File: src/design/sfls_pkg.sv
// Shared constants and types for the symmetric FIR line smoother.
// No dependencies; imported by every module of the block.
`default_nettype none

package sfls_pkg;

  // Build-time sizing
  localparam int MAX_RADIUS  = 5;
  localparam int MAX_LINE    = 4096;
  localparam int SAMPLE_BITS = 16;

  // Register file layout and fixed field widths
  localparam int WEIGHT_REGS = 6;
  localparam int RADIUS_W    = 3;
  localparam int LEN_W       = 13;
  localparam int WEIGHT_W    = 10;
  localparam int CFG_IDX_W   = 3;
  localparam int CFG_DATA_W  = 13;
  localparam int SAMPLE_W    = 16;
  localparam int SUM_W       = 30;
  localparam int POS_W       = 12;

  // Stream widths: tdata rounded up to whole bytes
  localparam int IN_W  = ((SAMPLE_W + 7) / 8) * 8;
  localparam int OUT_W = ((SUM_W + POS_W + 7) / 8) * 8;
  localparam int PAD_W = OUT_W - SUM_W - POS_W;

  // Register indexes
  localparam logic [CFG_IDX_W-1:0] REG_RADIUS      = CFG_IDX_W'(0);
  localparam logic [CFG_IDX_W-1:0] REG_LINE_LENGTH = CFG_IDX_W'(1);
  localparam logic [CFG_IDX_W-1:0] REG_WEIGHT_0    = CFG_IDX_W'(2);

  // Derived sizes
  localparam int TAP_COUNT = 2 * MAX_RADIUS + 1;
  // offsets beyond the last weight register carry zero weight
  localparam int NCELL     = ((MAX_RADIUS < WEIGHT_REGS - 1) ? MAX_RADIUS : WEIGHT_REGS - 1) + 1;
  localparam int PRE_W     = SAMPLE_BITS + 1;
  localparam int PROD_W    = PRE_W + WEIGHT_W;
  localparam int ACC_W     = SAMPLE_BITS + WEIGHT_W + $clog2(2 * WEIGHT_REGS);
  localparam int CNT_W     = $clog2(MAX_LINE);
  localparam int CMP_W     = ((CNT_W > LEN_W) ? CNT_W : LEN_W) + 1;
  localparam int LATENCY   = NCELL;

  typedef logic [PRE_W-1:0] pre_t;

  // Control of one accepted sample, from the position counter to the window
  typedef struct packed {
    logic             emit;
    logic             last;
    logic [POS_W-1:0] pos;
  } item_ctrl_t;

  // Item travelling down the multiply-accumulate chain
  typedef struct packed {
    logic                   valid;
    logic                   last;
    logic [POS_W-1:0]       pos;
    logic [ACC_W-1:0]       acc;
    pre_t [NCELL-1:0]       pre;
  } mac_t;

endpackage

`default_nettype wire

File: src/design/sfls_window.sv
// Delay line of samples and the symmetric pre-add stage of the smoother.
// Depends on sfls_pkg.
`default_nettype none

module sfls_window (
  input  wire logic                            clk_i,
  input  wire logic                            rst_ni,
  input  wire logic                            adv_i,
  input  wire logic                            accept_i,
  input  wire logic [sfls_pkg::SAMPLE_W-1:0]   sample_i,
  input  wire logic [sfls_pkg::RADIUS_W-1:0]   r_eff_i,
  input  wire sfls_pkg::item_ctrl_t            ctrl_i,
  output sfls_pkg::mac_t                       stage_o
);
  import sfls_pkg::*;

  logic [SAMPLE_BITS-1:0] dl_q [TAP_COUNT];
  logic [SAMPLE_BITS-1:0] dl_d [TAP_COUNT];
  pre_t [NCELL-1:0]       pre_d;
  mac_t                   stage_q;

  // Window as it stands once the new sample is in
  always_comb begin
    dl_d[0] = sample_i[SAMPLE_BITS-1:0];
    for (int i = 1; i < TAP_COUNT; i++) begin
      dl_d[i] = dl_q[i-1];
    end
  end

  // Fold the window around its centre tap
  always_comb begin
    pre_d = '0;
    for (int k = 0; k <= MAX_RADIUS; k++) begin
      if (int'(r_eff_i) == k) begin
        pre_d[0] = PRE_W'(dl_d[k]);
        for (int d = 1; d <= k && d < NCELL; d++) begin
          pre_d[d] = PRE_W'(dl_d[k-d]) + PRE_W'(dl_d[k+d]);
        end
      end
    end
  end

  always_ff @(posedge clk_i or negedge rst_ni) begin
    if (!rst_ni) begin
      for (int i = 0; i < TAP_COUNT; i++) begin
        dl_q[i] <= '0;
      end
    end else if (accept_i) begin
      for (int i = 0; i < TAP_COUNT; i++) begin
        dl_q[i] <= dl_d[i];
      end
    end
  end

  always_ff @(posedge clk_i or negedge rst_ni) begin
    if (!rst_ni) begin
      stage_q <= '0;
    end else if (adv_i) begin
      stage_q.valid <= accept_i & ctrl_i.emit;
      stage_q.last  <= ctrl_i.last;
      stage_q.pos   <= ctrl_i.pos;
      stage_q.acc   <= '0;
      stage_q.pre   <= pre_d;
    end
  end

  assign stage_o = stage_q;

endmodule

`default_nettype wire

File: src/design/sfls_mac_cell.sv
// One cell of the multiply-accumulate chain: adds one weighted tap pair.
// Depends on sfls_pkg.
`default_nettype none

module sfls_mac_cell (
  input  wire logic                           clk_i,
  input  wire logic                           rst_ni,
  input  wire logic                           adv_i,
  input  wire logic [sfls_pkg::WEIGHT_W-1:0]  weight_i,
  input  wire sfls_pkg::pre_t                 operand_i,
  input  wire sfls_pkg::mac_t                 cell_i,
  output sfls_pkg::mac_t                      cell_o
);
  import sfls_pkg::*;

  logic [PROD_W-1:0] product;
  logic [ACC_W-1:0]  acc_d;
  mac_t              cell_q;

  assign product = PROD_W'(operand_i) * PROD_W'(weight_i);
  assign acc_d   = cell_i.acc + ACC_W'(product);

  always_ff @(posedge clk_i or negedge rst_ni) begin
    if (!rst_ni) begin
      cell_q <= '0;
    end else if (adv_i) begin
      cell_q.valid <= cell_i.valid;
      cell_q.last  <= cell_i.last;
      cell_q.pos   <= cell_i.pos;
      cell_q.acc   <= acc_d;
      cell_q.pre   <= cell_i.pre;
    end
  end

  assign cell_o = cell_q;

endmodule

`default_nettype wire

File: src/design/symmetric_fir_line_smoother.sv
// Symmetric FIR line smoother: top level with config, position count and MAC chain.
// From input transfer to result: the pre-add register loads at the transfer, then six MAC cells.
// Throughput: one sample per cycle, the chain advancing every clock while no result waits.
// The whole chain holds while a result waits; samples within radius of a line end give none.
// Reset: rst_ni low clears valid bits, position count, delay line; radius 2, length 4096.
// Depends on sfls_pkg, sfls_window, sfls_mac_cell.
`default_nettype none

module symmetric_fir_line_smoother (
  input  wire logic                              clk_i,
  input  wire logic                              rst_ni,
  // configuration write channel
  input  wire logic                              cfg_valid_i,
  output logic                                   cfg_ready_o,
  input  wire logic [sfls_pkg::CFG_IDX_W-1:0]    cfg_index_i,
  input  wire logic [sfls_pkg::CFG_DATA_W-1:0]   cfg_data_i,
  // sample stream
  input  wire logic                              s_axis_tvalid,
  output logic                                   s_axis_tready,
  input  wire logic [sfls_pkg::IN_W-1:0]         s_axis_tdata,  // [15:0] sample
  // result stream
  output logic                                   m_axis_tvalid,
  input  wire logic                              m_axis_tready,
  output logic [sfls_pkg::OUT_W-1:0]             m_axis_tdata,  // [29:0] smoothed_value,
                                                                // [41:30] position, zero pad
  output logic                                   m_axis_tlast   // last_of_line
);
  import sfls_pkg::*;

  // ------------------------------------------------------------------
  // Configuration registers; the port never pushes back
  // ------------------------------------------------------------------
  logic [RADIUS_W-1:0] radius_q;
  logic [LEN_W-1:0]    line_length_q;
  logic [WEIGHT_W-1:0] weight_q [WEIGHT_REGS];

  assign cfg_ready_o = 1'b1;

  always_ff @(posedge clk_i or negedge rst_ni) begin
    if (!rst_ni) begin
      radius_q      <= RADIUS_W'(2);
      line_length_q <= LEN_W'(4096);
      for (int i = 0; i < WEIGHT_REGS; i++) begin
        weight_q[i] <= '0;
      end
    end else if (cfg_valid_i && cfg_ready_o) begin
      if (cfg_index_i == REG_RADIUS) begin
        radius_q <= cfg_data_i[RADIUS_W-1:0];
      end else if (cfg_index_i == REG_LINE_LENGTH) begin
        line_length_q <= cfg_data_i[LEN_W-1:0];
      end else begin
        for (int i = 0; i < WEIGHT_REGS; i++) begin
          if (int'(cfg_index_i) == int'(REG_WEIGHT_0) + i) begin
            weight_q[i] <= cfg_data_i[WEIGHT_W-1:0];
          end
        end
      end
    end
  end

  // Clamp radius and line length to what the hardware supports
  logic [RADIUS_W-1:0] r_eff;
  logic [LEN_W-1:0]    len_eff;

  always_comb begin
    if (int'(radius_q) > MAX_RADIUS) begin
      r_eff = RADIUS_W'(MAX_RADIUS);
    end else begin
      r_eff = radius_q;
    end
  end

  always_comb begin
    if (line_length_q == '0) begin
      len_eff = LEN_W'(1);
    end else if (CMP_W'(line_length_q) > CMP_W'(MAX_LINE)) begin
      len_eff = LEN_W'(MAX_LINE);
    end else begin
      len_eff = line_length_q;
    end
  end

  // ------------------------------------------------------------------
  // Flow control: the whole chain moves together, and holds only while
  // the output register is full and not being taken
  // ------------------------------------------------------------------
  logic adv;
  logic accept;

  assign adv           = !m_axis_tvalid || m_axis_tready;
  assign s_axis_tready = adv;
  assign accept        = s_axis_tvalid && adv;

  // ------------------------------------------------------------------
  // Position counter: decide emit, last and centre index per sample
  // ------------------------------------------------------------------
  logic [CNT_W-1:0] count_q;
  logic [CMP_W-1:0] p_ext;
  logic [CMP_W-1:0] p_next;
  logic [CMP_W-1:0] len_ext;
  logic [CMP_W-1:0] two_r;
  logic             wrap;
  item_ctrl_t       ctrl;

  assign p_ext   = CMP_W'(count_q);
  assign p_next  = p_ext + CMP_W'(1);
  assign len_ext = CMP_W'(len_eff);
  assign two_r   = CMP_W'({r_eff, 1'b0});
  assign wrap    = p_next >= len_ext;

  assign ctrl.emit = (p_ext < len_ext) && (p_ext >= two_r);
  assign ctrl.last = p_next == len_ext;
  assign ctrl.pos  = POS_W'(count_q - CNT_W'(r_eff));

  always_ff @(posedge clk_i or negedge rst_ni) begin
    if (!rst_ni) begin
      count_q <= '0;
    end else if (accept) begin
      // drop back to the line start once the line is done, or was shortened
      count_q <= wrap ? '0 : p_next[CNT_W-1:0];
    end
  end

  // ------------------------------------------------------------------
  // Delay line and pre-add, then the MAC chain; the last cell is the
  // output register
  // ------------------------------------------------------------------
  mac_t chain [NCELL+1];

  sfls_window u_window (
    .clk_i    (clk_i),
    .rst_ni   (rst_ni),
    .adv_i    (adv),
    .accept_i (accept),
    .sample_i (s_axis_tdata[SAMPLE_W-1:0]),
    .r_eff_i  (r_eff),
    .ctrl_i   (ctrl),
    .stage_o  (chain[0])
  );

  for (genvar k = 0; k < NCELL; k++) begin : g_cell
    sfls_mac_cell u_cell (
      .clk_i     (clk_i),
      .rst_ni    (rst_ni),
      .adv_i     (adv),
      .weight_i  (weight_q[k]),
      .operand_i (chain[k].pre[k]),
      .cell_i    (chain[k]),
      .cell_o    (chain[k+1])
    );
  end

  // Accumulator is sized so the sum never exceeds the result field
  assign m_axis_tvalid = chain[NCELL].valid;
  assign m_axis_tlast  = chain[NCELL].last;
  assign m_axis_tdata  = {{PAD_W{1'b0}}, chain[NCELL].pos, SUM_W'(chain[NCELL].acc)};

endmodule

`default_nettype wire

File: config.mk
export PLATFORM = sky130hd
export DESIGN_NAME = symmetric_fir_line_smoother
export DESIGN_NICKNAME = d
export VERILOG_FILES = /design/src/design/sfls_pkg.sv /design/src/design/sfls_window.sv /design/src/design/sfls_mac_cell.sv /design/src/design/symmetric_fir_line_smoother.sv
export SDC_FILE = /design/constraint.sdc
export NUM_CORES = 2
export LEC_CHECK = 0
export BUFFER_PORTS_ARGS = -buffer_cell sky130_fd_sc_hd__buf_2
export CORE_MARGIN = 2
export CORE_UTILIZATION = 67
export CTS_CLUSTER_DIAMETER = 120
export DETAILED_ROUTE_END_ITERATION = 12
export PLACE_DENSITY = 0.84
export SYNTH_ARGS = -nofsm -noshare
export SYNTH_HDL_FRONTEND = slang
export SYNTH_SLANG_ARGS = --single-unit
export TNS_END_PERCENT = 100
File: constraint.sdc
create_clock -name clk_i -period 16.06 [get_ports clk_i]
set_clock_uncertainty 0.1 [all_clocks]
set_input_delay 1.606 -clock clk_i [delete_from_list [all_inputs] [get_ports clk_i]]
set_output_delay 1.606 -clock clk_i [all_outputs]
set_load 0.01 [all_outputs]
After elaboration in Yosys (flattened, before gate mapping)
Index checks and enable logic that the tools add are counted.
- bitwise logic cells: 3
- reductions and logical operators: 15
- add/sub/neg operators: 22
- $mul: 6
- magnitude comparators: 5
- equality and inequality tests: 13
- mux-type cells: 10
- operators with widths (kind ; number):
    16-bit by 16-bit adder with 17-bit output ; 15
    17-bit by 10-bit multiplier with 27-bit output ; 6
    30-bit by 27-bit adder with 30-bit output ; 4
    102-bit two-way mux ; 1
    85-bit two-way mux ; 1
    68-bit two-way mux ; 1
    51-bit two-way mux ; 1
    34-bit two-way mux ; 1
    27-bit by 27-bit adder with 28-bit output ; 1
    13-bit two-way mux ; 2
    3-bit equality test, second input constant ; 8
    4-bit AND reduction ; 6
    16-bit two-way mux ; 1
    12-bit by 1-bit adder with 13-bit output, second input constant ; 1
    13-bit equality test ; 1
    13-bit >= comparator ; 1
    13-bit greater-than comparator, second input constant ; 1
    13-bit logical NOT ; 1
    12-bit by 13-bit < comparator with 1-bit output ; 1
    12-bit by 4-bit >= comparator with 1-bit output ; 1
    12-bit two-way mux ; 1
    12-bit by 3-bit subtractor with 12-bit output ; 1
    3-bit by 1-bit equality test with 1-bit output, second input constant ; 2
    3-bit by 2-bit equality test with 1-bit output, second input constant ; 2
    10 further kinds ; 13
- register bits after elaboration: 880
- word-level logic and storage cells: 141

Logic depth before layout (Yosys ltp)
- word-level depth: 9
- gate-level depth with buffers: 24
- depth with buffers taken out: 22

Cells and area by module
A second synthesis with hierarchy kept.
- cell total of the unflattened synthesis: 9358
- area, all modules: 98573.3 um2
- modules (own cells, without submodules) (module ; area each (um2) ; instances ; cells each ; sequential area each (um2)):
    sfls_mac_cell (g_cell[0].u_cell ...) ; 11772.5 ; 2 ; 1089 ; 3653.5
    sfls_window ; 22500.3 ; 1 ; 2360 ; 6881.6
    sfls_mac_cell (g_cell[2].u_cell) ; 12020.3 ; 1 ; 1130 ; 3653.5
    sfls_mac_cell (g_cell[4].u_cell) ; 11933.9 ; 1 ; 1107 ; 3653.5
    sfls_mac_cell (g_cell[5].u_cell) ; 11917.7 ; 1 ; 1109 ; 3653.5
    sfls_mac_cell (g_cell[3].u_cell) ; 11911.4 ; 1 ; 1091 ; 3653.5
    symmetric_fir_line_smoother ; 4744.6 ; 1 ; 383 ; 2204.6

Least setup slack after synthesis
Ideal clock, no wire load.
- kind: register -> register
- start: register weight_q[11] in the netlist's numbering
- end: register g_cell[4].u_cell.cell_q (netlist bit g_cell[4].u_cell.cell_o[129])
- library setup time: 0.130 ns
- stages on the path, launching flop included: 23
- path slack: 10.050 ns
- data required time: 15.830 ns
- arrival time: 5.780 ns
- cell sequence: dfrtp_1 -> clkbuf_1 -> clkbuf_1 -> nand2_1 -> fa_1 -> inv_1 -> fa_1 -> fa_1 -> fa_1 -> inv_1 -> fa_1 -> inv_1 -> ha_1 -> and3_1 -> a221oi_2 -> o211ai_1 -> a21oi_4 -> o22ai_2 -> o311a_1 -> or4_1 -> a31oi_1 -> xor2_1 -> o21ai_1
- cells in the longest elaborated chain, start to end: 2
- ends and longest elaborated chain (what ; RTL line ; text):
    from (decl) ; symmetric_fir_line_smoother.sv:35 ; logic [WEIGHT_W-1:0] weight_q [WEIGHT_REGS];
    from (signal, indexed assignment) ; symmetric_fir_line_smoother.sv:54 ; weight_q[i] <= cfg_data_i[WEIGHT_W-1:0];
    17-bit by 10-bit multiplier with 27-bit output ; sfls_mac_cell.sv:20 ; assign product = PROD_W'(operand_i) * PROD_W'(weight_i);
    30-bit by 27-bit adder with 30-bit output ; sfls_mac_cell.sv:21 ; assign acc_d = cell_i.acc + ACC_W'(product);
    to (decl) ; sfls_mac_cell.sv:18 ; mac_t cell_q;
Every way passes these cells.
A chain may end at the register's enable or synchronous reset.

Worst setup path after layout
- start: register weight_q[14] in the netlist's numbering
- end: register g_cell[4].u_cell.cell_q (netlist bit g_cell[4].u_cell.cell_o[130])
Same word-level chain as after synthesis.

==> impl_metrics.json <==
{
  "ctsHoldBuffers": 0,
  "fp.dieH_um": 353,
  "cts_root_buf": "clkbuf_16",
  "vias": 63900,
  "synth_top_family_by_area": "adder cells",
  "cts.sinks": 877,
  "ys_ff_latch": 877,
  "cp_slowest_cell": "a2111oi_0",
  "regArea_um2": 22000,
  "path_class": "reg2reg",
  "port_buffers": 81,
  "grt.overflow.total": 0,
  "crit_fanout": 18,
  "clk_pin_slew_ps": 70,
  "dr.pass1.iters": 8,
  "worstPathArrival_ps": 7150,
  "avgSynthCellArea_um2": 8.97,
  "area_delta_synth_final_pct": 5.51,
  "maxSlewViolCount": 0,
  "multiInputGateArea_um2": 53300,
  "cts_resized": 0,
  "synth_mux_area_share_pct": 3.51,
  "hold_class": "reg2reg",
  "ys_seq_area_share_pct": 27.0,
  "finalSetupViolCount": 0,
  "antenna_found_initial": 9,
  "cp_cell_sequence": "nand2_1, fa_1, inv_1, fa_1, fa_1, fa_1, inv_1, fa_1, inv_1, ha_1, and4_1, nand2_1, o21ba_1, a2111oi_0, o21ai_1, nand2b_1, a31oi_1, a221oi_1, xor2_1, o21ai_1",
  "core_um2": 120000,
  "fillCellCount": 8866,
  "synth_adder_area_share_pct": 31.2,
  "cts_max_level": 3,
  "synth-simple-area-share_pct": 17.3,
  "hold_viol": 0,
  "fin_crit_ps": 6670,
  "final_common_cell": "nand2_1",
  "synth_edf_count": 0,
  "drc_errors": 0,
  "vias_per_cell": 6.06,
  "slew_headroom_pct": 18.4,
  "grt_use_total_pct": 37.0,
  "cts_inserted_buffers": 95,
  "syn-instance-count": 9073,
  "final.period_utilization_pct": 41.5,
  "start_util_pct": 67.7,
  "post-cts-setup-buffers": 0,
  "ys_warn_count": 0,
  "run_status": "finished clean",
  "wl_per_cell_um": 21.5,
  "maxCapViolations": 0,
  "yosys.area_share.xor_xnor_pct": 3.30,
  "synth_cell_types": 106,
  "mostFrequentLayoutCells": "2,021 x nand2_1, 1,137 x inv_1, 873 x dfrtp_1",
  "cp-start-kind": "flop",
  "grt_pass1_vias": 65100,
  "gp_congestion": 1.00,
  "die_w_um": 353,
  "dieArea_um2": 124000,
  "io_pins": 89,
  "ys_async_sr_fraction_pct": 100,
  "wl_mm": 227,
  "worstSkewPairLatency_ps": 730,
  "num-nets-final": 10400,
  "synth_compound_area_share_pct": 10.1,
  "grt_max_degree": 210,
  "slowest_delay_ps": 750,
  "cts_tree": "done",
  "worst_pin_slew_ps": 1220,
  "ys.flop_type": "dfrtp_1",
  "setup_tns_ps": 0,
  "reg2reg_slack_ps": 9390,
  "crit_path_end_kind": "flop",
  "rsz0062_at_grt": "no",
  "max_freq_mhz": 150,
  "cts_buffer_depth": 3,
  "hpwl_mm": 172,
  "cp.required_ps": 16540,
  "path_common_cell": "fa_1",
  "rows": 127,
  "drt_iter0_markers": 6604,
  "ant_nets": 0,
  "grt_pass1_wl_mm": 360,
  "netlist_area_um2": 81400,
  "drive_gt1_share_pct": 6.47
}
==> layer usage <==
metal	part of all wire (%)	global-route usage, %	up-vias
met5	0.013	0	-
met4	5.8	18.5	4
met2	47	60.0	2827
met3	8.2	7.29	673
li1	-	-	28600
met1	39	47.7	31800
==> worst max-delay path: cells and delay by family (launching register included) <==
| family | cells | cell delay (ps) |
|---|---|---|
| AO/OA/AOI/OAI | 6 | 1770 |
| buffers and inverters | 3 | 150 |
| adder cells (fa/ha/maj) | 6 | 2880 |
| flip-flops | 1 | 730 |
| XOR/XNOR | 1 | 180 |
| AND/OR/NAND/NOR | 4 | 680 |
==> worst paths after layout <==
check / endpoint / start / cells after the start
hold reg to reg: g_cell[2].u_cell.cell_o[86] / g_cell[1].u_cell.cell_o[86] / 2
setup reg to reg: g_cell[4].u_cell.cell_o[130] / weight_q[14] / 20
hold / removal: g_cell[2].u_cell.cell_o[86] / g_cell[1].u_cell.cell_o[86] / 2
setup / recovery: g_cell[4].u_cell.cell_o[130] / weight_q[14] / 20
max in group asynchronous: radius_q[0] / rst_ni / 4
min in group asynchronous: u_window.dl_d[153] / rst_ni / 1
==> area by class of cell <==
cell class	instances	area share (%)
Sequential cell	877	25.6
Clock buffer	130	3.16
Tap cell	1612	2.35
Timing Repair Buffer	127	0.915
Multi-Input combinational cell	6601	62.1
Inverter	1140	4.99
Clock inverter	46	0.890
Antenna cell	21	0.0612
==> synthesized netlist by cell type, types with 8 or more instances <==
cell / number / area, um2
nand2_1: 2022 / 7590
inv_1: 1137 / 4270
dfrtp_1: 875 / 21900
fa_1: 852 / 17100
ha_1: 667 / 8350
and2_1: 437 / 2730
clkbuf_1: 385 / 1450
nor2_1: 371 / 1390
a21oi_1: 369 / 1850
o21ai_0: 290 / 1450
mux2_2: 227 / 2560
xnor2_1: 166 / 1450
xor2_1: 141 / 1230
a21o_1: 100 / 751
nor3_1: 84 / 420
nand3_1: 83 / 415
a211oi_1: 59 / 443
nand2b_1: 53 / 332
nor2b_1: 52 / 325
o21a_1: 51 / 383
o21ai_1: 51 / 255
buf_4: 49 / 368
a31oi_1: 47 / 294
o21bai_1: 44 / 330
and3_1: 34 / 213
o31ai_1: 29 / 218
buf_1: 24 / 90.1
a221oi_1: 22 / 193
o211ai_1: 21 / 158
o22ai_1: 21 / 131
mux2i_1: 19 / 190
or3_1: 19 / 119
nand4_1: 18 / 113
nor4_1: 15 / 93.8
o31a_1: 14 / 123
o41ai_1: 12 / 105
nor3b_1: 11 / 82.6
a32o_1: 10 / 100
a41oi_1: 10 / 87.6
a22oi_1: 9 / 67.6
o2111ai_1: 8 / 70.1
==> sequential cells by signal (all words and copies together), names as in the netlist <==
register,flops
u_window.stage_o,115
radius_q,3
u_window.dl_d,160
line_length_q,13
g_cell.u_cell.cell_o,514
count_q,12
weight_q,60
==> cells by family (layout without fill, tap and decap cells) <==
kind of cell / after synthesis / count (layout)
buffers and inverters: 1600 / 1443
AO/OA/AOI/OAI: 1283 / 1283
other: 2 / 28
flip-flops: 877 / 877
adder cells (fa/ha/maj): 1519 / 1519
XOR/XNOR: 307 / 307
AND/OR/NAND/NOR: 3234 / 3234
multiplexers: 251 / 251
==> per-stage QoR <==
step / instance area (um2) / hold slack, ps / util, % / instances / worst slack [ps]
3_3_place_gp: 82400 / 345 / 68.5 / 10400 / 9780
6_report: 85900 / 360 / 71.4 / 10600 / 9390
2_1_floorplan: 81400 / 330 / - / 9078 / 10050
5_1_grt: 85900 / 367 / 71.4 / 10600 / 9010
3_5_place_dp: 82400 / 350 / 68.5 / 10400 / 9540
4_1_cts: 85900 / 352 / 71.4 / 10500 / 9490
Power is left out: the tool's default activity adds up to more than one toggle a clock period on the data nets, which glitch-free logic cannot reach.
